==> src/hw/rtl/multi_token_bucket_limiter_assert.svh <==
// Assertion macros shared by the token bucket limiter RTL.
// Every use assumes a clock named clk and an active-low reset named rst_n.
`ifndef MULTI_TOKEN_BUCKET_LIMITER_ASSERT_SVH
`define MULTI_TOKEN_BUCKET_LIMITER_ASSERT_SVH

// Same-cycle implication, checked outside reset
`define MTBL_ASSERT_IMP(lbl, ante, cons) \
    lbl: assert property (@(posedge clk) disable iff (!rst_n) (ante) |-> (cons)) \
        else $error("assertion failed in %m");

// Next-cycle implication, checked outside reset
`define MTBL_ASSERT_NXT(lbl, ante, cons) \
    lbl: assert property (@(posedge clk) disable iff (!rst_n) (ante) |=> (cons)) \
        else $error("assertion failed in %m");

`endif

==> src/hw/rtl/mtbl_pkg.sv <==
// Types and constants for the multi token bucket limiter.
// No dependencies; used by mtbl_cell and multi_token_bucket_limiter.
`timescale 1ns / 1ps
`default_nettype none

package mtbl_pkg;

    // Fixed field widths
    localparam int OP_W       = 3;
    localparam int BUCKET_W   = 4;
    localparam int AMOUNT_W   = 16;
    localparam int STATUS_W   = 2;
    localparam int SLOT_W     = 4;
    localparam int GRANT_W    = 16;
    localparam int S_TUSER_W  = 3;
    localparam int S_TDATA_W  = 56;
    localparam int M_TDATA_W  = 24;

    // Parameter defaults
    localparam int DEF_NUM_BUCKETS = 16;
    localparam int DEF_COUNT_BITS  = 16;

    typedef enum logic [OP_W-1:0] {
        OP_TICK    = 3'd0,
        OP_CREATE  = 3'd1,
        OP_ACQUIRE = 3'd2,
        OP_RELEASE = 3'd3,
        OP_DESTROY = 3'd4
    } op_t;

    typedef enum logic [STATUS_W-1:0] {
        ST_OK      = 2'd0,
        ST_EMPTY   = 2'd1,
        ST_NO_SLOT = 2'd2,
        ST_INVALID = 2'd3
    } status_t;

    // Request as it travels down the cell chain
    typedef struct packed {
        op_t                 op;
        logic [BUCKET_W-1:0] bucket;
        logic [AMOUNT_W-1:0] amount;
        logic [AMOUNT_W-1:0] rate;
        logic [AMOUNT_W-1:0] burst_limit;
        status_t             status;
        logic [SLOT_W-1:0]   slot;
        logic [GRANT_W-1:0]  granted;
        logic                hit;      // some cell took or matched the request
    } req_t;

endpackage : mtbl_pkg

`default_nettype wire

==> src/hw/rtl/mtbl_cell.sv <==
// One bucket cell of the limiter chain: holds one bucket and applies each passing request.
// Depends on mtbl_pkg and multi_token_bucket_limiter_assert.svh.
`timescale 1ns / 1ps
`default_nettype none

`include "multi_token_bucket_limiter_assert.svh"

module mtbl_cell
    import mtbl_pkg::*;
#(
    parameter int CELL_IDX   = 0,
    parameter int COUNT_BITS = DEF_COUNT_BITS
)
(
    input  wire logic clk,
    input  wire logic rst_n,
    input  wire logic adv,
    input  wire logic in_valid,
    input  wire req_t in_req,
    output logic      out_valid,
    output req_t      out_req
);

    localparam int SW = ((COUNT_BITS > AMOUNT_W) ? COUNT_BITS : AMOUNT_W) + 1;
    localparam bit ADDRESSABLE = (CELL_IDX < (1 << SLOT_W));
    localparam logic [SLOT_W-1:0] CELL_SLOT = SLOT_W'(CELL_IDX);

    logic                  valid_reg, valid_next;
    logic [COUNT_BITS-1:0] count_reg, count_next;
    logic [COUNT_BITS-1:0] rate_reg,  rate_next;
    logic [COUNT_BITS-1:0] limit_reg, limit_next;
    logic                  out_valid_reg;
    req_t                  out_req_reg, out_req_next;

    logic [SW-1:0] cnt_ext, cap_ext, amt_ext, tick_sum, rel_sum, grant_w;
    logic          hit_here;
    logic          take_all;

    // Widen operands for saturating adds and grant compare
    assign cnt_ext  = SW'(count_reg);
    assign cap_ext  = SW'(limit_reg);
    assign amt_ext  = SW'(in_req.amount);
    assign tick_sum = cnt_ext + SW'(rate_reg);
    assign rel_sum  = cnt_ext + amt_ext;
    assign take_all = amt_ext > cnt_ext;
    assign grant_w  = take_all ? cnt_ext : amt_ext;
    assign hit_here = ADDRESSABLE && valid_reg && (in_req.bucket == CELL_SLOT);

    // Apply the request to this bucket
    always_comb
    begin
        valid_next   = valid_reg;
        count_next   = count_reg;
        rate_next    = rate_reg;
        limit_next   = limit_reg;
        out_req_next = in_req;
        case (in_req.op)
            OP_TICK:
            begin
                if (valid_reg)
                begin
                    count_next = (tick_sum >= cap_ext) ? limit_reg : COUNT_BITS'(tick_sum);
                end
            end
            OP_CREATE:
            begin
                if (!in_req.hit && !valid_reg)
                begin
                    valid_next        = 1'b1;
                    count_next        = '0;
                    rate_next         = COUNT_BITS'(in_req.rate);
                    limit_next        = COUNT_BITS'(in_req.burst_limit);
                    out_req_next.hit  = 1'b1;
                    out_req_next.slot = CELL_SLOT;
                end
            end
            OP_ACQUIRE:
            begin
                if (hit_here)
                begin
                    out_req_next.hit = 1'b1;
                    if (count_reg == '0)
                    begin
                        out_req_next.status = ST_EMPTY;
                    end
                    else
                    begin
                        out_req_next.granted = GRANT_W'(grant_w);
                        count_next           = COUNT_BITS'(cnt_ext - grant_w);
                    end
                end
            end
            OP_RELEASE:
            begin
                if (hit_here)
                begin
                    out_req_next.hit = 1'b1;
                    count_next = (rel_sum >= cap_ext) ? limit_reg : COUNT_BITS'(rel_sum);
                end
            end
            OP_DESTROY:
            begin
                if (hit_here)
                begin
                    out_req_next.hit = 1'b1;
                    valid_next       = 1'b0;
                end
            end
            default:
            begin
                out_req_next = in_req;
            end
        endcase
    end

    // Hold control state; advance the chain stage
    always_ff @(posedge clk or negedge rst_n)
    begin
        if (!rst_n)
        begin
            valid_reg     <= 1'b0;
            out_valid_reg <= 1'b0;
        end
        else if (adv)
        begin
            out_valid_reg <= in_valid;
            if (in_valid)
            begin
                valid_reg <= valid_next;
            end
        end
    end

    // Bucket payload and passed-on request
    always_ff @(posedge clk)
    begin
        if (adv)
        begin
            out_req_reg <= out_req_next;
            if (in_valid)
            begin
                count_reg <= count_next;
                rate_reg  <= rate_next;
                limit_reg <= limit_next;
            end
        end
    end

    assign out_valid = out_valid_reg;
    assign out_req   = out_req_reg;

    // A live bucket never holds more than its burst limit
    `MTBL_ASSERT_IMP(a_count_le_limit, valid_reg, count_reg <= limit_reg)
    // A free cell seeing an unclaimed create becomes live
    `MTBL_ASSERT_NXT(a_create_claims,
        adv && in_valid && in_req.op == OP_CREATE && !in_req.hit && !valid_reg,
        valid_reg && out_req_reg.hit && out_req_reg.slot == CELL_SLOT)
    // Once a request is taken it stays taken down the chain
    `MTBL_ASSERT_NXT(a_hit_kept, adv && in_valid && in_req.hit, out_valid_reg && out_req_reg.hit)

endmodule : mtbl_cell

`default_nettype wire

==> config.mk <==
export PLATFORM = sky130hd
export DESIGN_NAME = mtbl_cell
export DESIGN_NICKNAME = d
export VERILOG_FILES = /design/src/hw/rtl/mtbl_pkg.sv /design/src/hw/rtl/mtbl_cell.sv
export VERILOG_INCLUDE_DIRS = /design/src /design/src/hw/rtl
export SDC_FILE = /design/constraint.sdc
export NUM_CORES = 1
export LEC_CHECK = 0
export ABC_AREA = 1
export BUFFER_PORTS_ARGS = -buffer_cell sky130_fd_sc_hd__buf_2
export CORE_MARGIN = 10
export CORE_UTILIZATION = 45
export DETAILED_ROUTE_END_ITERATION = 10
export PLACE_DENSITY_LB_ADDON = 0.1
export SLEW_MARGIN = 20
export SYNTH_ARGS = -nofsm -noshare
export SYNTH_HDL_FRONTEND = slang
export SYNTH_SLANG_ARGS = --single-unit
==> constraint.sdc <==
create_clock -name clk -period 5.1 [get_ports clk]
set_input_delay 1.02 -clock clk [delete_from_list [all_inputs] [get_ports clk]]
set_output_delay 1.02 -clock clk [all_outputs]
set_load 0.02 [all_outputs]
== Yosys cells after proc, flatten, opt, wreduce, memory -nomap -nowiden ==
Cells that the tools add are included.
Storage, ports and cells
  bits in registers: 128
  bits in latches: 0
  bits in writable memories: 0
  memory bits (read-only): 0
  bits of input ports: 82
  output and inout port bits: 79
  logic and storage cells: 66
  memories: 0
Operators by class
  add/sub/neg operators: 3
  multipliers: 0
  div/mod/pow operators: 0
  magnitude comparators: 3
  equal/unequal tests: 10
  shift-type cells: 0
  multiplexer cells: 23
  bitwise operators: 0
  reductions and logical operators: 13
Operators by type and width (count)
  $mux W16: 10
  $pmux W16 S4: 1
  $add A16 B16 Y17: 2
  $ge A17 B16 Y1: 2
  $mux W17: 1
  $gt A16 B16 Y1: 1
  $logic_not A16 Y1: 1
  $sub A16 B16 Y16: 1
  $ne A2 B2 Y1 const B: 6
  $mux W4: 2
  $reduce_and A8 Y1: 1
  $eq A3 B2 Y1 const B: 2
  $mux W2: 3
  $reduce_and A5 Y1: 1
  $logic_not A4 Y1: 1
  $mux W1: 4
  $reduce_and A4 Y1: 1
  $reduce_bool A4 Y1: 1
  $eq A3 B1 Y1 const B: 1
  $eq A3 B3 Y1 const B: 1
  $logic_not A3 Y1: 1
  $pmux W1 S3: 1
  $logic_and A1 B1 Y1: 2
  $logic_not A1 Y1: 2
  3 further kinds: 3

== Longest topological paths before layout ==
Gate-level depths: netlist (run 1).
  depth in word-level cells: 6
  gate-level depth with buffers: 29
  depth with buffers taken out: 28

== Least setup slack after synthesis (run 1) ==
OpenSTA, ideal clock, no wires.
  kind: input -> register
  start: input port in_req[55] in the netlist's numbering
  end: register count_reg[15] (data pin)
  library setup time: 0.261 ns
  data arrival time: 3.850 ns
  required time: 4.839 ns
  slack: 0.988 ns
  cell stages on the path: 22
  path buffers: 1
  path through: ha_1 > inv_1 > fa_1 > nor2_1 > o21ai_1 > nand2_1 > nand4_1 > nand3_1 > a21oi_1 > o21ai_1 > nand2_1 > nand2_1 > xor2_1 > inv_1 > ha_1 > nand2_1 > nor2_1 > a31oi_1 > nand3_2 > buf_2 > o211ai_1 > nand3_1
On the way
  longest elaborated chain between the ends: 6
  elaborated cells on any way between the ends: 10
  classes of those cells: add/sub (2); order compare (2); mux (6)
RTL lines
  from (decl): line mtbl_cell.sv:19  | input wire req_t in_req,
  $gt A16 B16 Y1: line mtbl_cell.sv:45  | assign take_all = amt_ext > cnt_ext;
  $mux W16: line mtbl_cell.sv:46  | assign grant_w = take_all ? cnt_ext : amt_ext;
  $sub A16 B16 Y16: line mtbl_cell.sv:89  | count_next = COUNT_BITS'(cnt_ext - grant_w);
  $mux W16: line mtbl_cell.sv:82  | if (count_reg == '0)
  $mux W16: line mtbl_cell.sv:79  | if (hit_here)
  $pmux W16 S4 *: line mtbl_cell.sv:57  | case (in_req.op)
  net count_next[15]: line mtbl_cell.sv:29  | logic [COUNT_BITS-1:0] count_reg, count_next;
  to (signal assigned): line mtbl_cell.sv:142  | count_reg <= count_next;
  to (decl): line mtbl_cell.sv:29
Mark *: on every way through the listed nets, which the timed path passes. The rest lies on a longest branch. The select of a mux whose other input is x is not followed.
A chain may end at the register's enable or synchronous reset.

== Final worst setup path (run 1) ==
  start: register count_reg[1]
  end: register count_reg[15] (data pin)
On the way
  longest elaborated chain between the ends: 6
  elaborated cells on any way between the ends: 14
  classes of those cells: add/sub (3); order compare (3); mux (8)
RTL lines (line)
  $gt A16 B16 Y1: mtbl_cell.sv:45
  $mux W16: mtbl_cell.sv:46
  $sub A16 B16 Y16: mtbl_cell.sv:89
  $mux W16: mtbl_cell.sv:82
  $mux W16: mtbl_cell.sv:79
  $pmux W16 S4 *: mtbl_cell.sv:57
  net count_next[15]: mtbl_cell.sv:29
Marks and branches as above.

==> metrics, run 1 <==
status=complete, no violations; Main synth FF type=edfxtp_1; CP max FO=17; WP data arrival=4.54 ns; overall routed net length=22.4 mm; crit-path leading delay family=simple AND/OR/NAND/NOR gates; CP max stage cell=edfxtp_1; switching portion of total power=0.290; clk buf depth=2; Bufs and invs on worst path=4; synth cell count leaders=nand2_1 (196), inv_1 (147), edfxtp_1 (126), ha_1 (89), nand3_1 (72); pin count of the biggest net entering global routing=48; Comb power frac=0.189; die area=0.0257 mm^2; Worst Setup End Kind=flip-flop; max-cap violations=0; crit path kind=flip-flop to flip-flop; Yosys warning total=0; Hold Path Class=input port to asynchronous set/reset pin; worst slack, placed=0.386 ns; first-pass GRT wire length=36.6 mm; Initial Util=0.457; Synth Cell Area=0.00886 mm^2; Synth Area per Inst=8.96 um^2; layout cells sized above 1=0.215; Rows=51; I/O pin count=161; Residual DRC=0; CTS tree=done; via count=7091; Async SR Flop Fraction=0.0156; final setup vio count=0; crit-path most repeated cell=nand3_1; clk sinks=128; RSZ-0062 raised after global routing=false; crit share post-route=0.860; Yosys top cell area share=0.427; total design power=2.91 mW; CP startpoint kind=flip-flop; number of flops mapped to enable cells by yosys=126; #FFs+latches synth=128; actual slew at the worst max-slew pin=1.04 ns; Hold Violations, Final=0; sequential power share=0.424; Core Region=0.0194 mm^2; CTS resizes=0; Leak=4.98 nW; cell accounting for the most synthesized area=edfxtp_1; Die X=160 um; Area Overhead vs Synth=18.2%; via/cell ratio=4.95; CP Cell Sequence=inv_1 -> fa_1 -> inv_1 -> nand3_1 -> nand3_1 -> a31oi_1 -> o21ai_0 -> xor2_1 -> inv_1 -> ha_1 -> nand2_1 -> nor4_1 -> a31oi_1 -> buf_4 -> nand3_2 -> nand2_1 -> nand3_1 -> nand3_1; antenna violations before repair=0; final setup skew=0.00848 ns; CP peak stage delay=0.54 ns; Period minus WS final=4.39 ns; GRT Util Overall=0.176; CTS clk-pin slew, worst paths=0.06 ns; ant diodes=0; H-tree lvl count=4; Initial DRC Count=371; Slew Limit Fails=0; nets@finish=1329; setup slack after layout=0.713 ns; clk_lat worst skew=0.42 ns; Rel. slew slack=0.301; setup tns final=0 ns; gr ovfl total=0; post-CTS setup buffer count=0; WL/cell=15.6 um; Psw=845 uW; Syn Inst Count=989; ANT nets after route=0; # hold bufs at CTS=0; Synth cell types=46; Synth area leaders=edfxtp_1 (43%), ha_1 (13%), nand2_1 (8.3%); GPL Wtd Cong=0.876; Root Driver=clkbuf_16; Buffers on Ports=160; Peak Freq=0.228 GHz; sequential area share after synthesis=0.433; die height=160 um; number of global-route vias before repair=7250; clock network power share=0.387; Int Pwr=2.07 mW; Pwr per Cell Area=278 mW/mm^2; DR pass1 iterations=5; top-count cell post-synth=nand2_1; Synth Net Count=1163; TritonCTS Buffers=17; Req. time, crit path=5.26 ns; max reg flops=78; HPWL after DPL=18.4 mm; worst vdd ir=0.231 mV
[per-layer routing]
layer | track usage | part of all wire
met5 | 0 | 0
met4 | 0.0630 | 0.022
met3 | 0.0399 | 0.055
met2 | 0.281 | 0.46
met1 | 0.228 | 0.46
[final timing paths]
kind | slack [ns] | cells after the start | endpoint | startpoint
max | 0.71 | 18 | count_reg[15]$_DFFE_PP_ | count_reg[1]$_DFFE_PP_
min | 0.37 | 1 | out_valid$_DFFE_PN0P_ | rst_n
max reg2reg | 0.71 | 18 | count_reg[15]$_DFFE_PP_ | count_reg[1]$_DFFE_PP_
min reg2reg | 0.52 | 2 | out_valid$_DFFE_PN0P_ | out_valid$_DFFE_PN0P_
max in group asynchronous | 4.63 | 1 | valid_reg$_DFFE_PN0P_ | rst_n
min in group clk | 0.52 | 2 | out_valid$_DFFE_PN0P_ | out_valid$_DFFE_PN0P_
[placed cells by master (no fill, tap or decap), types with 6 or more instances in the layout]
cell       instances
ha_1              89
nand3_4            9
nand2_1          196
nor2_1            58
buf_4              7
a21oi_1           53
a31oi_1            7
nand2_2            8
edfxtp_1         126
o21ai_1           10
inv_1            147
o21ai_0           51
inv_2             10
nand2_4            6
buf_2            159
xor2_1            22
clkbuf_16         17
o211ai_1          18
nand4_1           28
nand3_1           72
nand3_2            7
[cell type report]
| class | instances | area (um^2) |
|---|---|---|
| Timing Repair Buffer | 166 | 848 |
| Inverter | 158 | 593 |
| Clock inverter | 14 | 116 |
| Multi-Input combinational cell | 684 | 4330 |
| Clock buffer | 17 | 425 |
| Fill cell | 1885 | 8920 |
| Tap cell | 265 | 332 |
| Sequential cell | 128 | 3830 |
[worst reg2reg max path, stage by stage, from the launching register on]
cell	delay (ns)
edfxtp_1	0.54
inv_1	0.26
fa_1	0.54
inv_1	0.11
nand3_1	0.08
nand3_1	0.15
a31oi_1	0.15
o21ai_0	0.22
xor2_1	0.22
inv_1	0.07
ha_1	0.29
nand2_1	0.11
nor4_1	0.49
a31oi_1	0.14
buf_4	0.22
nand3_2	0.25
nand2_1	0.08
nand3_1	0.13
nand3_1	0.10
[through the flow]
step	area (um^2)	utilization	hold WS, ns	cells
5_1_grt	10500	0.540	0.361	1432
2_1_floorplan	8860	-	0.574	989
4_1_cts	10500	0.540	0.356	1432
3_3_place_gp	9930	0.512	0.517	1401
6_report	10500	0.540	0.374	1432
3_5_place_dp	9930	0.512	0.522	1401
[logic make-up after synthesis]
logic type | Yosys count | share of synthesized area
AND/OR/NAND/NOR | 408 | 0.229
buffers and inverters | 177 | 0.0798
AO/OA/AOI/OAI | 158 | 0.101
flip-flops | 128 | 0.433
adder cells (fa/ha/maj) | 92 | 0.132
XOR/XNOR | 26 | 0.0257
[power groups by stage]
stage	registers, mW	clock network [mW]	logic [mW]
floorplan	1.32	0	0.308
global placement	1.25	0	0.549
detailed placement	1.26	0	0.554
CTS	1.23	1.16	0.557
global route	1.24	1.19	0.624
finish	1.23	1.13	0.552
(Power assumes the default switching activity.)
==> inputs of run 2 (changes only) <==
- ABC_AREA: 1 -> default
- CORE_MARGIN: 10 -> 2
==> metrics, run 2 <==
commonest non-fill, non-tap cell in the layout=buf_2; Peak Freq=0.205 GHz (-10%); HPWL after DPL=19.1 mm (+3.7%); Slew Limit Fails=0 (unchanged); Synth Net Count=1013 (-13%); Area Overhead vs Synth=34.8%; Yosys warning total=0 (unchanged); ANT nets after route=0 (unchanged); Synth Cell Area=0.00876 mm^2 (-1.1%); Worst Setup End Kind=flip-flop; gr ovfl total=0 (unchanged); met2 usage=0.381 (+0.0999); I/O pin count=161 (unchanged); pin count of the biggest net entering global routing=46 (-4.2%); Die X=144 um (-10%); CP max FO=8 (-9); reg-to-reg startpoint=count_reg[0]$_DFFE_PP_; number of global-route vias before repair=7274 (+0.33%); status=complete, no violations; clk sinks=128 (unchanged); WP data arrival=5.06 ns (+0.52 ns); ant diodes=0 (unchanged); Most Used Layer, Global Route=met2; antenna violations before repair=1 (+1); clk_lat worst skew=0.42 ns (about the same); Synth cell types=77 (+67%); Period minus WS final=4.88 ns (+0.496 ns); Final Cell Area=0.0118 mm^2 (+13%); Core Region=0.0193 mm^2 (-0.66%); GRT Util Overall=0.244 (+0.0683); CTS tree=done; Main synth FF type=edfxtp_1; Req. time, crit path=5.27 ns (about the same); die height=144 um (-10%); via count=7516 (+6.0%); Syn Inst Count=839 (-15%); Critical Path Sink=count_reg[8]$_DFFE_PP_; M1 GR Usage=0.340 (+0.111); routing usage on met3=0.0470 (+0.00711); WL/cell=17.2 um (+10%); synth cell count leaders=edfxtp_1 (126), ha_1 (89), nor2_1 (68), o21ai_0 (63); layout cells sized above 1=0.358 (+0.143); top-count cell post-synth=edfxtp_1; Async SR Flop Fraction=0.0156 (unchanged); via/cell ratio=5.30 (+7.0%); Rel. slew slack=0.499 (+0.198); CP startpoint kind=input port; total design power=3.22 mW (+11%); #FFs+latches synth=128 (unchanged); # hold bufs at CTS=0 (unchanged); Yosys top cell area share=0.432 (+0.00488); DR pass1 iterations=5 (unchanged); max reg flops=78 (unchanged); R2R depth=23 (+5); R2R setup slack=0.29 ns (-0.42 ns); nets@finish=1314 (-1.1%); overall routed net length=24.4 mm (+9.2%); die area=0.0206 mm^2 (-20%); Leak=5.18 nW (+4.1%); Hold Violations, Final=0 (unchanged); Rows=51 (unchanged); max-cap violations=0 (unchanged); first-pass GRT wire length=38.3 mm (+4.6%); CTS clk-pin slew, worst paths=0.07 ns (about the same); FF-to-FF End=count_reg[8]$_DFFE_PP_; Synth Area per Inst=10.4 um^2 (+17%); crit share post-route=0.957 (+0.0972); final setup skew=0.0133 ns (+0.00478 ns); Initial DRC Count=510 (+37%); GPL Wtd Cong=0.953 (+8.7%); commonest cells after routing, fill and taps aside=buf_2 (157), buf_4 (147), edfxtp_1 (126), ha_1 (79), nor2_1 (64); H-tree lvl count=4 (unchanged); Pwr per Cell Area=273 mW/mm^2 (-2.0%); Crit. Startpoint=in_req[62]; TritonCTS Buffers=17 (unchanged); Buffers on Ports=160 (unchanged); Initial Util=0.455 (-0.00217); fin util=0.613 (+0.0730); Residual DRC=0 (unchanged); final setup vio count=0 (unchanged); actual slew at the worst max-slew pin=0.742 ns (-0.302 ns); number of flops mapped to enable cells by yosys=126 (unchanged); Area after DPL=0.0108 mm^2 (+8.9%); crit path kind=input port to flip-flop; cell accounting for the most synthesized area=edfxtp_1; worst vdd ir=0.278 mV (+20%); Synth area leaders=edfxtp_1 (43%), ha_1 (13%), o21ai_0 (3.6%); clk buf depth=2 (unchanged); Hold Path Class=input port to asynchronous set/reset pin; Root Driver=clkbuf_16; sequential area share after synthesis=0.437 (+0.00494)
run 2: changes by cell type in the layout (fill, tap and decap cells not counted), sizes merged, moves of 10 or more:
cell    change
buf       +140
inv        -94
mux2i      +27
nand2     -148
nand2b     +14
nand3      -75
nand4      -17
nor2b      +14
xnor2      +20
xor2       -10
run 2: worst min-delay path by stage:
stage,from,endpoint,depth (start not counted)
CTS,rst_n,valid_reg$_DFFE_PN0P_,1
global route,rst_n,valid_reg$_DFFE_PN0P_,1
floorplan,valid_reg$_DFFE_PN0P_,valid_reg$_DFFE_PN0P_,2
global placement,out_valid$_DFFE_PN0P_,out_valid$_DFFE_PN0P_,2
detailed placement,out_valid$_DFFE_PN0P_,out_valid$_DFFE_PN0P_,2
finish,rst_n,valid_reg$_DFFE_PN0P_,1
run 2: final cells by class:
type / instances / area [um^2]
clock inverters: 15 / 208
multi-input cells: 625 / 4860
inverters: 62 / 233
well taps: 265 / 332
flip-flops and latches: 128 / 3830
repair buffers: 306 / 1920
clock buffers: 17 / 425
fillers: 1655 / 7460
run 2: report_power, final:
part | internal (mW) | total [mW] | switching, mW
clock | 0.826 | 1.33 | 0.508
sequential | 1.22 | 1.24 | 0.0157
combinational | 0.278 | 0.651 | 0.373
run 2: logic make-up (layout without fill, tap and decap cells):
| logic type | after synthesis | after routing | share of synthesized area |
|---|---|---|---|
| AOI/OAI and AO/OA | 232 | 232 | 0.181 |
| muxes | 29 | 29 | 0.0334 |
| and+or+nand+nor | 232 | 232 | 0.130 |
| adders and majority gates | 96 | 96 | 0.138 |
| buffers and inverters | 86 | 400 | 0.0438 |
| xor gates and xnor gates | 36 | 36 | 0.0360 |
| DFF | 128 | 128 | 0.437 |
run 2: per-stage QoR:
step	std cells	setup WS (ns)	hold WS [ns]	TNS (ns)
final	1418	0.217	0.368	0
after global routing	1418	-0.0312	0.363	-0.0465
after CTS	1402	0.0338	0.361	0
after detailed placement	1370	-0.410	0.542	-4.54
after global placement	1370	-0.338	0.511	-2.27
after floorplan	839	0.00958	0.533	0
run 2: worst max-delay path: stages:
cell	delay, ns
buf_4	0.15
ha_4	0.16
or4_4	0.53
nand3b_1	0.21
a311oi_2	0.29
buf_4	0.15
o31ai_2	0.07
a221oi_2	0.26
xor2_1	0.13
ha_1	0.31
nand4_1	0.09
or4_4	0.49
o21ai_2	0.16
a211oi_2	0.05
o211ai_1	0.13
buf_4	0.21
mux2i_1	0.22
o221ai_2	0.11
a211o_1	0.29
run 2: per-layer routing:
layer | part of all wire | vias to the layer above
li1 | - | 3746
met1 | 0.47 | 3494
met2 | 0.46 | 238
met3 | 0.052 | 36
met4 | 0.023 | 2
met5 | 0.00041 | -
run 2: timing repair:
action,in CTS,in global routing
resized for setup,1,57
pin swaps,0,33
endpoints found under the setup margin,1,16
buffers inserted,0,16
==> inputs of run 3 (changes only) <==
- CTS_BUF_LIST: default -> sky130_fd_sc_hd__clkbuf_2 sky130_fd_sc_hd__clkbuf_4 sky130_fd_sc_hd__clkbuf_8
==> metrics, run 3 (same netlist as run 2, synthesis figures left out) <==
layout cells sized above 1=0.353 (-0.00495); Placed Cells=1370 (unchanged); Rel. slew slack=0.517 (+0.0174); commonest non-fill, non-tap cell in the layout=buf_2; TritonCTS Buffers=17 (unchanged); setup tns final=0 ns (unchanged); crit path kind=input port to flip-flop; die area=0.0206 mm^2 (unchanged); clk buf depth=2 (unchanged); max-cap violations=0 (unchanged); worst slack, placed=-0.410 ns (unchanged); FF-to-FF End=count_reg[8]$_DFFE_PP_; CP max FO=7 (-1); DR pass1 iterations=5 (unchanged); Leak=5.09 nW (-1.8%); Pwr per Cell Area=250 mW/mm^2 (-8.5%); CTS clk-pin slew, worst paths=0.09 ns (+0.02 ns); pin count of the biggest net entering global routing=46 (unchanged); gr ovfl total=0 (unchanged); ant diodes=0 (unchanged); # hold bufs at CTS=0 (unchanged); Core Region=0.0193 mm^2 (unchanged); Period minus WS final=4.92 ns (+0.0377 ns); Initial Util=0.455 (unchanged); max reg flops=78 (unchanged); worst vdd ir=0.206 mV (-26%); CP peak stage delay=0.53 ns (about the same); Req. time, crit path=5.31 ns (+0.04 ns); actual slew at the worst max-slew pin=0.716 ns (-0.0258 ns); Hold Violations, Final=0 (unchanged); Slew Limit Fails=0 (unchanged); WL/cell=17.1 um (-0.70%); R2R depth=24 (+4.3%); CP max stage cell=or4_4; via count=7514 (-0.027%); Area Overhead vs Synth=32.1%; GRT Util Overall=0.242 (-0.00171); Buffers on Ports=160 (unchanged); Rows=51 (unchanged); Area after DPL=0.0108 mm^2 (unchanged); Layout fillers=1703 (+2.9%); overall routed net length=24.3 mm (-0.56%); die height=144 um (unchanged); antenna violations before repair=1 (unchanged); number of global-route vias before repair=7288 (+0.19%); setup slack after layout=0.179 ns (-0.0377 ns); HPWL after DPL=19.1 mm (unchanged); Peak Freq=0.203 GHz (-0.77%); final setup skew=0.0130 ns (-0.000232 ns); clk_lat worst skew=0.45 ns (+0.03 ns); WP data arrival=5.13 ns (+0.07 ns); Worst Setup End Kind=flip-flop; nets@finish=1316 (+0.15%); Final Cell Area=0.0116 mm^2 (-2.0%); final setup vio count=0 (unchanged); Initial DRC Count=483 (-5.3%); crit share post-route=0.965 (+0.00740); commonest cells after routing, fill and taps aside=buf_2 (157), buf_4 (149), edfxtp_1 (126), ha_1 (79), nor2_1 (64); status=complete, no violations; GPL Wtd Cong=0.953 (unchanged); via/cell ratio=5.29 (-0.17%); ANT nets after route=0 (unchanged); reg-to-reg startpoint=count_reg[0]$_DFFE_PP_; Residual DRC=0 (unchanged); Die X=144 um (unchanged); R2R setup slack=0.25 ns (-0.04 ns); CP startpoint kind=input port; Root Driver=clkbuf_8; I/O pin count=161 (unchanged); CTS tree=done; non-filler instance count after layout=1420 (+0.14%); hold_ws=0.345 ns (-0.0233 ns); clk sinks=128 (unchanged); Hold Path Class=input port to asynchronous set/reset pin; first-pass GRT wire length=38.2 mm (-0.45%); H-tree lvl count=4 (unchanged); CP Cell Sequence=buf_4 -> ha_4 -> or4_4 -> nand3b_1 -> a311oi_2 -> buf_4 -> o31ai_1 -> a221oi_2 -> xor2_1 -> ha_1 -> nand4_1 -> or4_4 -> o21ai_2 -> a211oi_2 -> o211ai_1 -> buf_4 -> mux2i_1 -> o221ai_2 -> a211o_1; crit-path most repeated cell=buf_4; fin util=0.601 (-0.0123); total design power=2.89 mW (-10%)
-- run 3: changes by cell type in the layout (fill, tap and decap cells not counted), moves of 2 or more --
cell       before  now
buf_4         147  149
clkbuf_8        0   17
o21ai_2         6    3
clkbuf_16      17    0
o21ai_1         2    5
-- run 3: worst max-delay path, delay by kind of cell --
kind,cells,cell delay (ns)
adder cells (fa/ha/maj),2,0.48
AND/OR/NAND/NOR,4,1.33
multiplexers,1,0.22
AO/OA/AOI/OAI,8,1.42
XOR/XNOR,1,0.13
buffers and inverters,3,0.52
-- run 3: metal layers --
layer / part of all wire / global-route usage / vias up
met5: 0.00041 / 0 / -
li1: - / - / 3750
met3: 0.065 / 0.0550 / 36
met2: 0.45 / 0.375 / 261
met4: 0.027 / 0.0805 / 2
met1: 0.46 / 0.337 / 3465
-- run 3: where the power goes --
part / internal, mW / switching (mW)
sequential: 1.22 / 0.0155
clock: 0.540 / 0.467
combinational: 0.278 / 0.370
total: 2.04 / 0.852
-- run 3: layout make-up --
class | instances | area (um^2) | share of cell area
well taps | 265 | 332 | 0.0286
clock inverters | 15 | 208 | 0.0179
clock buffers | 17 | 234 | 0.0202
flip-flops and latches | 128 | 3830 | 0.331
repair buffers | 308 | 1940 | 0.167
multi-input cells | 625 | 4800 | 0.415
inverters | 62 | 233 | 0.0201
-- run 3: worst max path at each step --
stage	startpoint	to	slack, ns	cells past startpoint
floorplan	in_req[58]	count_reg[14]$_DFFE_PP_	0.01	20
global placement	in_req[62]	count_reg[12]$_DFFE_PP_	-0.34	18
detailed placement	in_req[55]	count_reg[12]$_DFFE_PP_	-0.41	21
CTS	count_reg[0]$_DFFE_PP_	count_reg[14]$_DFFE_PP_	0.07	23
global route	count_reg[0]$_DFFE_PP_	count_reg[8]$_DFFE_PP_	-0.05	24
finish	in_req[62]	count_reg[8]$_DFFE_PP_	0.18	19
-- run 3: what timing repair did --
action                     CTS  global route
setup endpoints to repair    1            16
resized for setup            1            46
buffers inserted             0            19
pin swaps                    0            32
